===== src/rtl/hcw_pkg.sv =====
// ----------------------------------------------------------------------------
// hcw_pkg
// Shared types, constants and helper functions for the hex command line
// byte writer.
// ----------------------------------------------------------------------------
`default_nettype none

package hcw_pkg;

   localparam int STORE_BYTES = 1024;
   localparam int LINE_LIMIT  = 20;
   localparam int LINE_CAP    = LINE_LIMIT - 1;
   localparam int STORE_AW    = $clog2(STORE_BYTES);
   localparam int COUNT_W     = $clog2(LINE_LIMIT);
   localparam int LINE_IDX_W  = $clog2(LINE_CAP);

   localparam logic [7:0] CH_DEL = 8'h7F;
   localparam logic [7:0] CH_BS  = 8'h08;
   localparam logic [7:0] CH_CR  = 8'h0D;
   localparam logic [7:0] CH_LF  = 8'h0A;
   localparam logic [7:0] CH_SP  = 8'h20;
   localparam logic [7:0] CH_FILL = 8'hFF;

   typedef enum logic [1:0] {
      STATUS_WRITTEN = 2'd0,
      STATUS_SAME    = 2'd1,
      STATUS_BAD     = 2'd2,
      STATUS_RANGE   = 2'd3
   } status_type;

   typedef enum logic {
      KIND_ECHO    = 1'b0,
      KIND_OUTCOME = 1'b1
   } kind_type;

   typedef enum logic [2:0] {
      S_CLEAR,
      S_IDLE,
      S_ECHO,
      S_PARSE,
      S_DECIDE
   } state_type;

   typedef enum logic [1:0] {
      ACT_ERASE,
      ACT_STORE,
      ACT_END
   } action_type;

   typedef enum logic [1:0] {
      PH_ADDR,
      PH_GAP,
      PH_VALUE
   } phase_type;

   // Edit and parse requests from the sequencer to the line unit.
   typedef struct packed {
      logic       push;
      logic       pop;
      logic       start;
      logic [7:0] ch;
   } line_cmd_type;

   // Line unit status and the parsed command.
   typedef struct packed {
      logic        empty;
      logic        full;
      logic        done;
      logic        bad;
      logic [15:0] addr;
      logic [7:0]  val;
   } line_stat_type;

   // Access to the byte store.
   typedef struct packed {
      logic                rd_en;
      logic                wr_en;
      logic [STORE_AW-1:0] addr;
      logic [7:0]          data;
   } store_req_type;

   // Hex digit decode: bit 4 flags a valid digit, bits 3:0 hold its value.
   function automatic logic [4:0] hex_decode(input logic [7:0] c);
      logic [4:0] r;
      r = 5'd0;
      if (c >= 8'h30 && c <= 8'h39) begin
         r = {1'b1, c[3:0]};
      end else if ((c >= 8'h61 && c <= 8'h66) || (c >= 8'h41 && c <= 8'h46)) begin
         r = {1'b1, c[3:0] + 4'd9};
      end
      return r;
   endfunction

   function automatic logic is_line_char(input logic [7:0] c);
      logic [4:0] h;
      h = hex_decode(c);
      return h[4] || (c == CH_SP);
   endfunction

endpackage

`default_nettype wire


===== src/rtl/hcw_line_unit.sv =====
// ----------------------------------------------------------------------------
// hcw_line_unit
// Line buffer and a parser that walks it at most one character per cycle.
// ----------------------------------------------------------------------------
`default_nettype none

module hcw_line_unit (
   input  wire                     clock,
   input  wire                     reset,
   input  hcw_pkg::line_cmd_type   cmd,
   output hcw_pkg::line_stat_type  stat
);

   logic [7:0]                  line_ff [hcw_pkg::LINE_CAP];
   logic [hcw_pkg::COUNT_W-1:0] count_ff;
   logic [hcw_pkg::COUNT_W-1:0] count_in;
   logic [hcw_pkg::COUNT_W-1:0] idx_ff;
   logic [hcw_pkg::COUNT_W-1:0] idx_in;
   logic [2:0]                  digits_ff;
   logic [2:0]                  digits_in;
   logic [15:0]                 addr_ff;
   logic [15:0]                 addr_in;
   logic [7:0]                  val_ff;
   logic [7:0]                  val_in;
   logic                        busy_ff;
   logic                        busy_in;
   logic                        done_ff;
   logic                        done_in;
   logic                        bad_ff;
   logic                        bad_in;
   hcw_pkg::phase_type          phase_ff;
   hcw_pkg::phase_type          phase_in;
   logic [7:0]                  cur_char;
   logic [4:0]                  cur_hex;
   logic                        at_end;

   assign at_end   = (idx_ff >= count_ff);
   assign cur_char = line_ff[idx_ff[hcw_pkg::LINE_IDX_W-1:0]];
   assign cur_hex  = hcw_pkg::hex_decode(cur_char);

   always_comb begin
      count_in  = count_ff;
      idx_in    = idx_ff;
      digits_in = digits_ff;
      addr_in   = addr_ff;
      val_in    = val_ff;
      busy_in   = busy_ff;
      done_in   = 1'b0;
      bad_in    = bad_ff;
      phase_in  = phase_ff;

      if (cmd.push) begin
         count_in = count_ff + 1'b1;
      end else if (cmd.pop) begin
         count_in = count_ff - 1'b1;
      end

      if (cmd.start) begin
         busy_in   = 1'b1;
         phase_in  = hcw_pkg::PH_ADDR;
         idx_in    = '0;
         digits_in = '0;
         addr_in   = '0;
         val_in    = '0;
         bad_in    = 1'b0;
      end else if (busy_ff) begin
         case (phase_ff)
            hcw_pkg::PH_ADDR: begin
               if (!at_end && cur_char != hcw_pkg::CH_SP) begin
                  if (digits_ff == 3'd4 || !cur_hex[4]) begin
                     busy_in = 1'b0;
                     done_in = 1'b1;
                     bad_in  = 1'b1;
                  end else begin
                     addr_in   = {addr_ff[11:0], cur_hex[3:0]};
                     digits_in = digits_ff + 3'd1;
                     idx_in    = idx_ff + 1'b1;
                  end
               end else if (digits_ff == 3'd0) begin
                  busy_in = 1'b0;
                  done_in = 1'b1;
                  bad_in  = 1'b1;
               end else begin
                  phase_in = hcw_pkg::PH_GAP;
               end
            end
            hcw_pkg::PH_GAP: begin
               if (!at_end && cur_char == hcw_pkg::CH_SP) begin
                  idx_in = idx_ff + 1'b1;
               end else begin
                  phase_in  = hcw_pkg::PH_VALUE;
                  digits_in = '0;
               end
            end
            hcw_pkg::PH_VALUE: begin
               if (!at_end) begin
                  if (digits_ff == 3'd2 || !cur_hex[4]) begin
                     busy_in = 1'b0;
                     done_in = 1'b1;
                     bad_in  = 1'b1;
                  end else begin
                     val_in    = {val_ff[3:0], cur_hex[3:0]};
                     digits_in = digits_ff + 3'd1;
                     idx_in    = idx_ff + 1'b1;
                  end
               end else begin
                  busy_in = 1'b0;
                  done_in = 1'b1;
                  bad_in  = (digits_ff == 3'd0);
               end
            end
            default: begin
               busy_in = 1'b0;
               done_in = 1'b1;
               bad_in  = 1'b1;
            end
         endcase
         // The line is consumed once the walk is over.
         if (done_in) begin
            count_in = '0;
         end
      end
   end

   always_ff @(posedge clock) begin
      if (reset) begin
         count_ff <= '0;
         busy_ff  <= 1'b0;
         done_ff  <= 1'b0;
         phase_ff <= hcw_pkg::PH_ADDR;
      end else begin
         count_ff <= count_in;
         busy_ff  <= busy_in;
         done_ff  <= done_in;
         phase_ff <= phase_in;
      end
   end

   always_ff @(posedge clock) begin
      idx_ff    <= idx_in;
      digits_ff <= digits_in;
      addr_ff   <= addr_in;
      val_ff    <= val_in;
      bad_ff    <= bad_in;
   end

   always_ff @(posedge clock) begin
      if (cmd.push) begin
         line_ff[count_ff[hcw_pkg::LINE_IDX_W-1:0]] <= cmd.ch;
      end
   end

   always_comb begin
      stat.empty = (count_ff == '0);
      stat.full  = (count_ff >= hcw_pkg::COUNT_W'(hcw_pkg::LINE_CAP));
      stat.done  = done_ff;
      stat.bad   = bad_ff;
      stat.addr  = addr_ff;
      stat.val   = val_ff;
   end

endmodule

`default_nettype wire


===== config.mk =====
export PLATFORM = sky130hd
export DESIGN_NAME = hcw_line_unit
export DESIGN_NICKNAME = d
export VERILOG_FILES = /design/src/rtl/hcw_pkg.sv /design/src/rtl/hcw_line_unit.sv
export SDC_FILE = /design/constraint.sdc
export NUM_CORES = 1
export LEC_CHECK = 0
export BUFFER_PORTS_ARGS = -buffer_cell sky130_fd_sc_hd__buf_2
export CORE_MARGIN = 2
export CORE_UTILIZATION = 42
export CTS_CLUSTER_SIZE = 30
export DETAILED_ROUTE_END_ITERATION = 6
export SLEW_MARGIN = 25
export SYNTH_ARGS = -nofsm -noshare
export SYNTH_HDL_FRONTEND = slang
export SYNTH_SLANG_ARGS = --single-unit

===== constraint.sdc =====
create_clock -name clock -period 5.1 [get_ports clock]
set_input_delay 1.53 -clock clock [delete_from_list [all_inputs] [get_ports clock]]
set_output_delay 1.53 -clock clock [all_outputs]
set_load 0.05 [all_outputs]

==> metrics.txt, run 1 <==
Final Instance Count excl. Fillers between 900 and 1000; warnings from Yosys 0; dpl cells a little under 900; grt total ovfl 0; RSZ-0062 raised after global routing false; PostCTS Resize Cnt 0; Synth Register Bits slightly below 200; Fin. Hold Viols 0; Hold-fix buffers, CTS 0; P_sw around 0.00076 W; Die Width around 150 um; Site Rows 52; CP cell instances nor2b_1, a22oi_1, and3_1, a221oi_1, buf_4, ha_1, or2_2, a32oi_1, nor4_2, a31o_2, and4_1, mux2i_1, nor2_1; Critical Path Max Stage Delay between 700 and 800 ps; minimum clock period between 4000 and 5000 ps; Die Ht roughly 150 um; P_leak between 3 and 4 nW; vias per cell about 5.4; Critical Path Fanout Max 19; CP endpoint addr_ff[9]; layout net count about 650; postcts setup bufs 0; Reg2Reg Depth 13; pin count of the biggest net entering global routing 42; Clock Skew 10.4 ps; clock latency at the later pin of the worst-skew pair approximately 430 ps; Setup violations, final 0; register area share after synthesis 0.647; HP Start bad_ff; via count of the first global-routing pass 4818; relative slew slack 0.305; routed wire length per instance 20.3 um; synth top area cells edfxtp_1 54%, dfxtp_1 11%, mux2i_1 7.2%, mux4_1 3.4%, ha_1 2.6%; Routed Antenna Nets 0; total chip power 0.00338 W; Slew Limit Fails 0; outcome complete, no violations; Mean Syn Cell Area 14.6 um2; Pint between 0.002 and 0.003 W; Initial Util 0.425; top-area cell type share of the netlist area 0.537; TritonCTS clock tree yes; First DRT Iteration DRCs approximately 350; Async S/R FF share, synth 0; Hold Path Class reg2reg; clock power share 0.401; cell taking the most area after synthesis edfxtp_1; Syn Inst Count roughly 580; ys flop type edfxtp_1; DP Wirelength 12.1 mm; Clock Pin Slew Worst Setup and Hold Paths about 70 ps; I/O Buffers 40; clock sink count a little under 200; CP max stage cell and4_1; Comb pwr share 0.068; pre-CTS setup slack 728 ps; ant diodes 0; R2R Setup Slk between 700 and 800 ps; Reg power frac 0.531; area delta synth->final 12.5%; Post-Synthesis Cell Area approximately 0.0085 mm2; Tot GR Track Use 0.176; final setup TNS 0 ps; Yosys cell types between 60 and 70; RR Endpoint addr_ff[9]; worst path required time approximately 5400 ps; htree depth 4; TritonCTS buffer count 17; layout cell share with drive strength beyond 1 0.174; DRC violations left 0; total number of vias roughly 4800; Setup CP Type reg2reg; Total Wirelength 18.3 mm; Setup crit end kind flip-flop; slew of the pin with the lowest slew margin slightly above 1000 ps; PnR worst setup slack between 700 and 800 ps; CP Launch Type flip-flop; worst vdd ir between 0.2 and 0.3 mV; CP Data Arrival Time roughly 4700 ps; Mapped Nets roughly 610; CTS root buf clkbuf_16; Max clock buf depth 2; Power Dens Cells between 300 and 400 mW/mm2; Highest Clock Rate 228 MHz; number of flops mapped to enable cells by yosys roughly 150; DRT Pass-1 Iters 5; switching part of the total power 0.223; Final Cycle Share 0.859; initial antenna violation count 0; first-pass GRT wire length approximately 28 mm; I/O pin total 41; most common cell in the netlist edfxtp_1; die area about 0.021 mm2; Max Cap Violations 0; core area around 0.020 mm2; commonest cells in the netlist 152 x edfxtp_1, 61 x mux2i_1, 47 x dfxtp_1, 42 x nor2_1, 25 x nand2_1; Hold WS around 450 ps; Placer Congestion 0.816
worst max-delay path, delay by kind of cell (launching register included):
family	cells	cell delay [ps]
simple gates	6	2100
flops	1	750
compound gates	4	750
mux	1	270
buf+inv	1	200
fa+ha+maj	1	160
power groups by stage:
stage	combinational [W]	clock [W]	sequential [W]
after floorplan	0.000157	0	0.00182
after global placement	0.000223	0	0.00183
after detailed placement	0.000229	0	0.00183
after CTS	0.000232	0.00137	0.00180
after global routing	0.000253	0.00144	0.00180
final	0.000230	0.00136	0.00180
through the flow:
stage / utilization / cell area (um2)
after floorplan: - / 8510
after global placement: 0.447 / 8960
after detailed placement: 0.447 / 8960
after CTS: 0.477 / 9570
after global routing: 0.477 / 9570
final: 0.477 / 9570
routing by layer:
| layer | global-route usage | up-vias | routed length, um |
|---|---|---|---|
| met2 | 0.302 | 96 | 9110 |
| met4 | 0.0422 | 0 | 220 |
| met5 | 0 | - | 0 |
| met1 | 0.232 | 2419 | 8300 |
| met3 | 0.0344 | 18 | 683 |
| li1 | - | 2308 | - |
cell usage in the layout, fill, tap and decap left out, types with 3 or more instances in the layout:
cell type / n
a21oi_1: 8
a22oi_1: 14
a31oi_1: 4
a32oi_1: 3
and2_1: 3
and3_1: 14
buf_2: 40
buf_4: 6
clkbuf_16: 19
clkbuf_8: 3
clkinv_2: 3
dfxtp_1: 46
edfxtp_1: 152
ha_1: 18
inv_1: 16
inv_6: 3
mux2_2: 11
mux2i_1: 61
mux4_1: 11
mux4_2: 6
nand2_1: 25
nand2b_1: 12
nand3_1: 5
nand4_1: 4
nor2_1: 42
nor2b_1: 10
nor3_1: 11
o211ai_1: 3
o21ai_0: 17
or3_1: 5
xnor2_1: 5
cells by family (layout without fill, tap and decap cells):
kind of cell,after synthesis,in the layout,share of synthesized area
adders and majority gates,18,18,0.0265
xor gates and xnor gates,5,5,0.00515
AOI/OAI and AO/OA,74,74,0.0618
buffers and inverters,43,95,0.0268
muxes,91,91,0.139
and+or+nand+nor,151,151,0.0934
DFF,199,199,0.647
layout make-up:
type                    instances  area, um2
clock inverters                10       91.3
fillers                      1781      10500
multi-input cells             339       2790
repair buffers                 47        265
inverters                      16       60.1
flip-flops and latches        199       5510
well taps                     270        338
clock buffers                  22        517
flip-flops by register name, indices dropped and copies added (netlist names), named ones only:
signal and cells:
done_ff 1, busy_ff 1, line_ff 152, idx_ff 5, val_ff 8, digits_ff 3, addr_ff 16, count_ff 5
phase_ff 2, bad_ff 1
how the worst min path moves through the flow:
stage / to / slack, ps / cells past startpoint
after floorplan: bad_ff / 420 / 2
after global placement: bad_ff / 440 / 2
after detailed placement: bad_ff / 440 / 2
after CTS: bad_ff / 450 / 2
after global routing: bad_ff / 460 / 2
final: bad_ff / 450 / 2
(Power assumes the default switching activity.)
==> run 2: changes to the inputs <==
==> constraint.sdc (replaced) <==
create_clock -name clock -period 3.5 [get_ports clock]
set_input_delay 1.05 -clock clock [delete_from_list [all_inputs] [get_ports clock]]
set_output_delay 1.05 -clock clock [all_outputs]
set_load 0.05 [all_outputs]
==> run 2 against run 1 <==
Effect of this change: largest cell class unchanged; sequential power rose by 45%; via count rose by 3.6%; register-to-register slack got worse by 670 ps; core utilization rose by 2.5 points; global-route usage rose by 0.14 points; worst setup slack got worse by 670 ps; sequential share of layout area fell by 2.9 points.
==> metrics.txt, run 2 (synthesis results as in run 1) <==
initial antenna violation count 1; metal3 WL slightly above 800 um; First DRT Iteration DRCs 323; P_leak between 3 and 4 nW; Routed Antenna Nets 0; Setup crit end kind flip-flop; DP Area approximately 0.0093 mm2; routed wire length per instance slightly below 20 um; relative slew slack 0.522; worst vdd ir between 0.3 and 0.4 mV; htree depth 4; clock sink count approximately 200; DRC violations left 0; CP Launch Type flip-flop; Power Dens Cells 489 mW/mm2; Placer Congestion between 0.8 and 0.9; core area approximately 0.020 mm2; pin count of the biggest net entering global routing 28; grt total ovfl 0; DP Wirelength between 10 and 15 mm; Setup violations, final 0; I/O pin total 41; I/O Buffers 40; DRT Pass-1 Iters 4; Hold-fix buffers, CTS 0; Die Ht about 150 um; Final Cycle Share 0.985; Setup CP Type reg2reg; TritonCTS buffer count 17; Fin. Hold Viols 0; layout net count 690; Highest Clock Rate between 200 and 300 MHz; minimum clock period ~3400 ps; metal2 WL approximately 9 mm; max FFs per register 152; first-pass GRT wire length approximately 29 mm; Initial Util 0.425; Total Wirelength 18.6 mm; Max clock buf depth 2; Site Rows 52; area delta synth->final 18.5%; via count of the first global-routing pass slightly above 5000; cell area after layout a little over 0.01 mm2; WL met1 approximately 8.4 mm; outcome complete, no violations; commonest non-fill, non-tap cell in the layout edfxtp_1; worst path required time ~3800 ps; Clock Pin Slew Worst Setup and Hold Paths about 70 ps; Max Cap Violations 0; Clock Skew between 10 and 15 ps; CTS root buf clkbuf_16; Tot GR Track Use 0.177; Hold Path Class reg2reg; vias per cell 5.32; layout cell share with drive strength beyond 1 0.256; dpl cells 906; die area ~0.021 mm2; Die Width ~150 um; top sig layer met4; most frequent cells in the layout 152 x edfxtp_1, 57 x mux2i_1, 45 x dfxtp_1, 42 x nor2_1, 40 x buf_2; Final Util 0.503; Critical Path Fanout Max 5; total number of vias around 5000; TritonCTS clock tree yes; Slew Limit Fails 0; RSZ-0062 raised after global routing true; CP Data Arrival Time roughly 3800 ps; final setup TNS 0 ps; clock latency at the later pin of the worst-skew pair 440 ps; ant diodes 0; slew of the pin with the lowest slew margin ~700 ps; Final Instance Count excl. Fillers about 940
-- run 2: worst paths after layout --
| kind | startpoint | endpoint | slack (ps) | cells past startpoint |
|---|---|---|---|---|
| setup / recovery | flip-flop | idx_ff[0] | 50 | 11 |
| hold / removal | bad_ff | bad_ff | 450 | 2 |
| setup reg to reg | flip-flop | idx_ff[0] | 50 | 11 |
| hold reg to reg | bad_ff | bad_ff | 450 | 2 |
-- run 2: worst max-delay path: stages, from the launching register on --
cell and delay, ps:
dfxtp_4 420, mux4_2 510, mux2_4 300, a221oi_4 350, ha_2 230, or2_4 110, a32oi_4 100, nor4_4 300
a311oi_2 100, a2111o_1 410, nor2b_4 210, mux2_4 310
-- run 2: final cells by class --
| cell class | instances | area (um2) |
|---|---|---|
| Fill cell | 1725 | 9960 |
| Clock buffer | 19 | 443 |
| Multi-Input combinational cell | 339 | 2970 |
| Timing Repair Buffer | 86 | 624 |
| Tap cell | 270 | 338 |
| Clock inverter | 13 | 134 |
| Inverter | 16 | 60.1 |
| Sequential cell | 199 | 5510 |
-- run 2: timing repair --
| item | CTS | global route |
|---|---|---|
| buffers inserted | 0 | 4 |
| endpoints found under the setup margin | 22 | 45 |
| pin swaps | 2 | 17 |
| gates resized for setup | 2 | 43 |
-- run 2: metrics by stage --
step                      hold WS, ps  total power (W)  worst slack (ps)
after global placement            430          0.00302              26.1
after detailed placement          436          0.00303             -41.5
final                             447          0.00493              51.1
after global routing              475          0.00510              -109
after floorplan                   424          0.00289              1.68
after CTS                         446          0.00493              4.23
-- run 2: per-layer routing --
layer / track usage / vias up
met5: 0 / -
met4: 0.0442 / 0
met3: 0.0334 / 12
met2: 0.297 / 106
met1: 0.241 / 2509
li1: - / 2388
-- run 2: report_power, final --
group | internal, W | switching [W] | total (W)
clock | 0.00103 | 0.000900 | 0.00193
combinational | 0.000148 | 0.000240 | 0.000388
sequential | 0.00259 | 0.0000258 | 0.00261
==> run 3: changes to the inputs <==
--- a/config.mk
+++ b/config.mk
@@ -8,9 +8,9 @@
 export BUFFER_PORTS_ARGS = -buffer_cell sky130_fd_sc_hd__buf_2
 export CORE_MARGIN = 2
 export CORE_UTILIZATION = 42
+export CTS_BUF_LIST = sky130_fd_sc_hd__clkbuf_2 sky130_fd_sc_hd__clkbuf_4 sky130_fd_sc_hd__clkbuf_8
 export CTS_CLUSTER_SIZE = 30
 export DETAILED_ROUTE_END_ITERATION = 6
-export SLEW_MARGIN = 25
 export SYNTH_ARGS = -nofsm -noshare
 export SYNTH_HDL_FRONTEND = slang
 export SYNTH_SLANG_ARGS = --single-unit
==> run 3 against run 2 <==
Effect of this change: die area did not move; sequential share of layout area rose by 1.0 points; flip-flop and latch count did not move; power fell by 9.3%; largest power group unchanged; highest routed layer unchanged.
==> metrics.txt, run 3 (synthesis results as in run 1) <==
outcome complete, no violations; Die Ht around 150 um; TritonCTS clock tree yes; Fin. Hold Viols 0; DRT Pass-1 Iters 4; pin count of the biggest net entering global routing 28; grt total ovfl 0; Tot GR Track Use 0.178; Setup CP Type reg2reg; CP max stage cell mux4_2; area delta synth->final 16.3%; Die Width between 100 and 150 um; layout net count between 600 and 700; ant diodes 0; most frequent cells in the layout 152 x edfxtp_1, 57 x mux2i_1, 45 x dfxtp_1, 42 x nor2_1, 40 x buf_2; TritonCTS buffer count 17; via count of the first global-routing pass about 5000; core area roughly 0.02 mm2; First DRT Iteration DRCs 326; clock latency at the later pin of the worst-skew pair about 480 ps; Critical Path Fanout Max 5; htree depth 4; Clock Pin Slew Worst Setup and Hold Paths between 100 and 150 ps; worst vdd ir 0.423 mV; fillers approximately 1700; Initial Util 0.425; initial antenna violation count 1; area of the multi-input gates a little under 0.003 mm2; Hold-fix buffers, CTS 0; HP Start bad_ff; die area ~0.021 mm2; I/O pin total 41; Placer Congestion 0.807; CTS root buf clkbuf_8; cell area after layout 0.00989 mm2; Highest Clock Rate 289 MHz; total number of vias 5020; relative slew slack 0.487; Hold Path Class reg2reg; Slew Limit Fails 0; worst path required time between 3000 and 4000 ps; max FFs per register around 150; Site Rows 52; DP Area 0.00929 mm2; Total Wirelength 18.6 mm; commonest non-fill, non-tap cell in the layout edfxtp_1; Max clock buf depth 2; Final Cycle Share 0.989; P_leak approximately 3.4 nW; slew of the pin with the lowest slew margin roughly 770 ps; CP cell instances mux4_2, mux2_4, a221oi_4, ha_2, or2_4, a32oi_4, nor4_4, a311oi_2, a2111o_1, nor2b_4, mux2_4; CP Data Arrival Time around 3800 ps; Storage cell area between 0.005 and 0.006 mm2; CP Launch Type flip-flop; minimum clock period 3460 ps; Max Cap Violations 0; RSZ-0062 raised after global routing true; routed wire length per instance between 15 and 20 um; Critical Path Max Stage Delay 510 ps; DRC violations left 0; Clock Skew between 15 and 20 ps; DP Wirelength between 10 and 15 mm; I/O Buffers 40; clock sink count 199; Setup crit end kind flip-flop; Hold WS 452 ps; Routed Antenna Nets 0; Setup violations, final 0; Power Dens Cells around 450 mW/mm2; first-pass GRT wire length 28.8 mm; layout cell share with drive strength beyond 1 0.257; total chip power between 0.004 and 0.005 W; R2R Setup Slk between 30 and 40 ps; vias per cell 5.33; CP most frequent cell mux2_4
[run 3: changes by cell type in the layout (fill, tap and decap cells not counted)]
cell,change
clkbuf_4,+1
clkbuf_8,+17
clkbuf_16,-17
clkbuf_1,-1
[run 3: routing by layer]
metal,vias to the layer above,track usage,part of all wire
met4,0,0.0340,0.0080
li1,2383,-,-
met2,109,0.300,0.49
met3,14,0.0400,0.047
met1,2514,0.240,0.45
met5,-,0,0
[run 3: through the flow]
step | worst slack, ps | setup TNS, ps | instances | utilization
3_3_place_gp | 26.1 | 0 | 906 | 0.464
3_5_place_dp | -41.5 | -278 | 906 | 0.464
4_1_cts | 6.58 | 0 | 938 | 0.484
6_report | 39.4 | 0 | 942 | 0.494
5_1_grt | -111 | -989 | 942 | 0.494
2_1_floorplan | 1.68 | 0 | 581 | -
[run 3: final timing paths]
path,endpoint,cells after the start
worst max-delay path,flip-flop,11
worst max register to register,flip-flop,11
worst min-delay path,bad_ff,2
worst min register to register,bad_ff,2
[run 3: timing repair]
item / CTS / global route
cloned: 0 / 0
setup endpoints to repair: 28 / 44
buffers inserted: 0 / 4
gates resized for setup: 3 / 42
pin swaps: 2 / 17
[run 3: cell type report]
type                            count  area share
Timing Repair Buffer               86      0.0631
Tap cell                          270      0.0342
Inverter                           16     0.00607
Clock inverter                     13      0.0135
Clock buffer                       19      0.0258
Sequential cell                   199       0.557
Multi-Input combinational cell    339       0.300
[run 3: power by group]
group | switching (W) | leakage [nW] | internal [W] | total (W)
combinational | 0.000240 | 1.47 | 0.000148 | 0.000388
clock | 0.000853 | 0.196 | 0.000614 | 0.00147
sequential | 0.0000256 | 1.75 | 0.00259 | 0.00261
[run 3: critical path: cells and delay by family, from the launching register on]
family / cells / cell delay [ps]
AOI/OAI and AO/OA: 4 / 960
adders and majority gates: 1 / 230
DFF: 1 / 430
muxes: 3 / 1120
and+or+nand+nor: 3 / 620
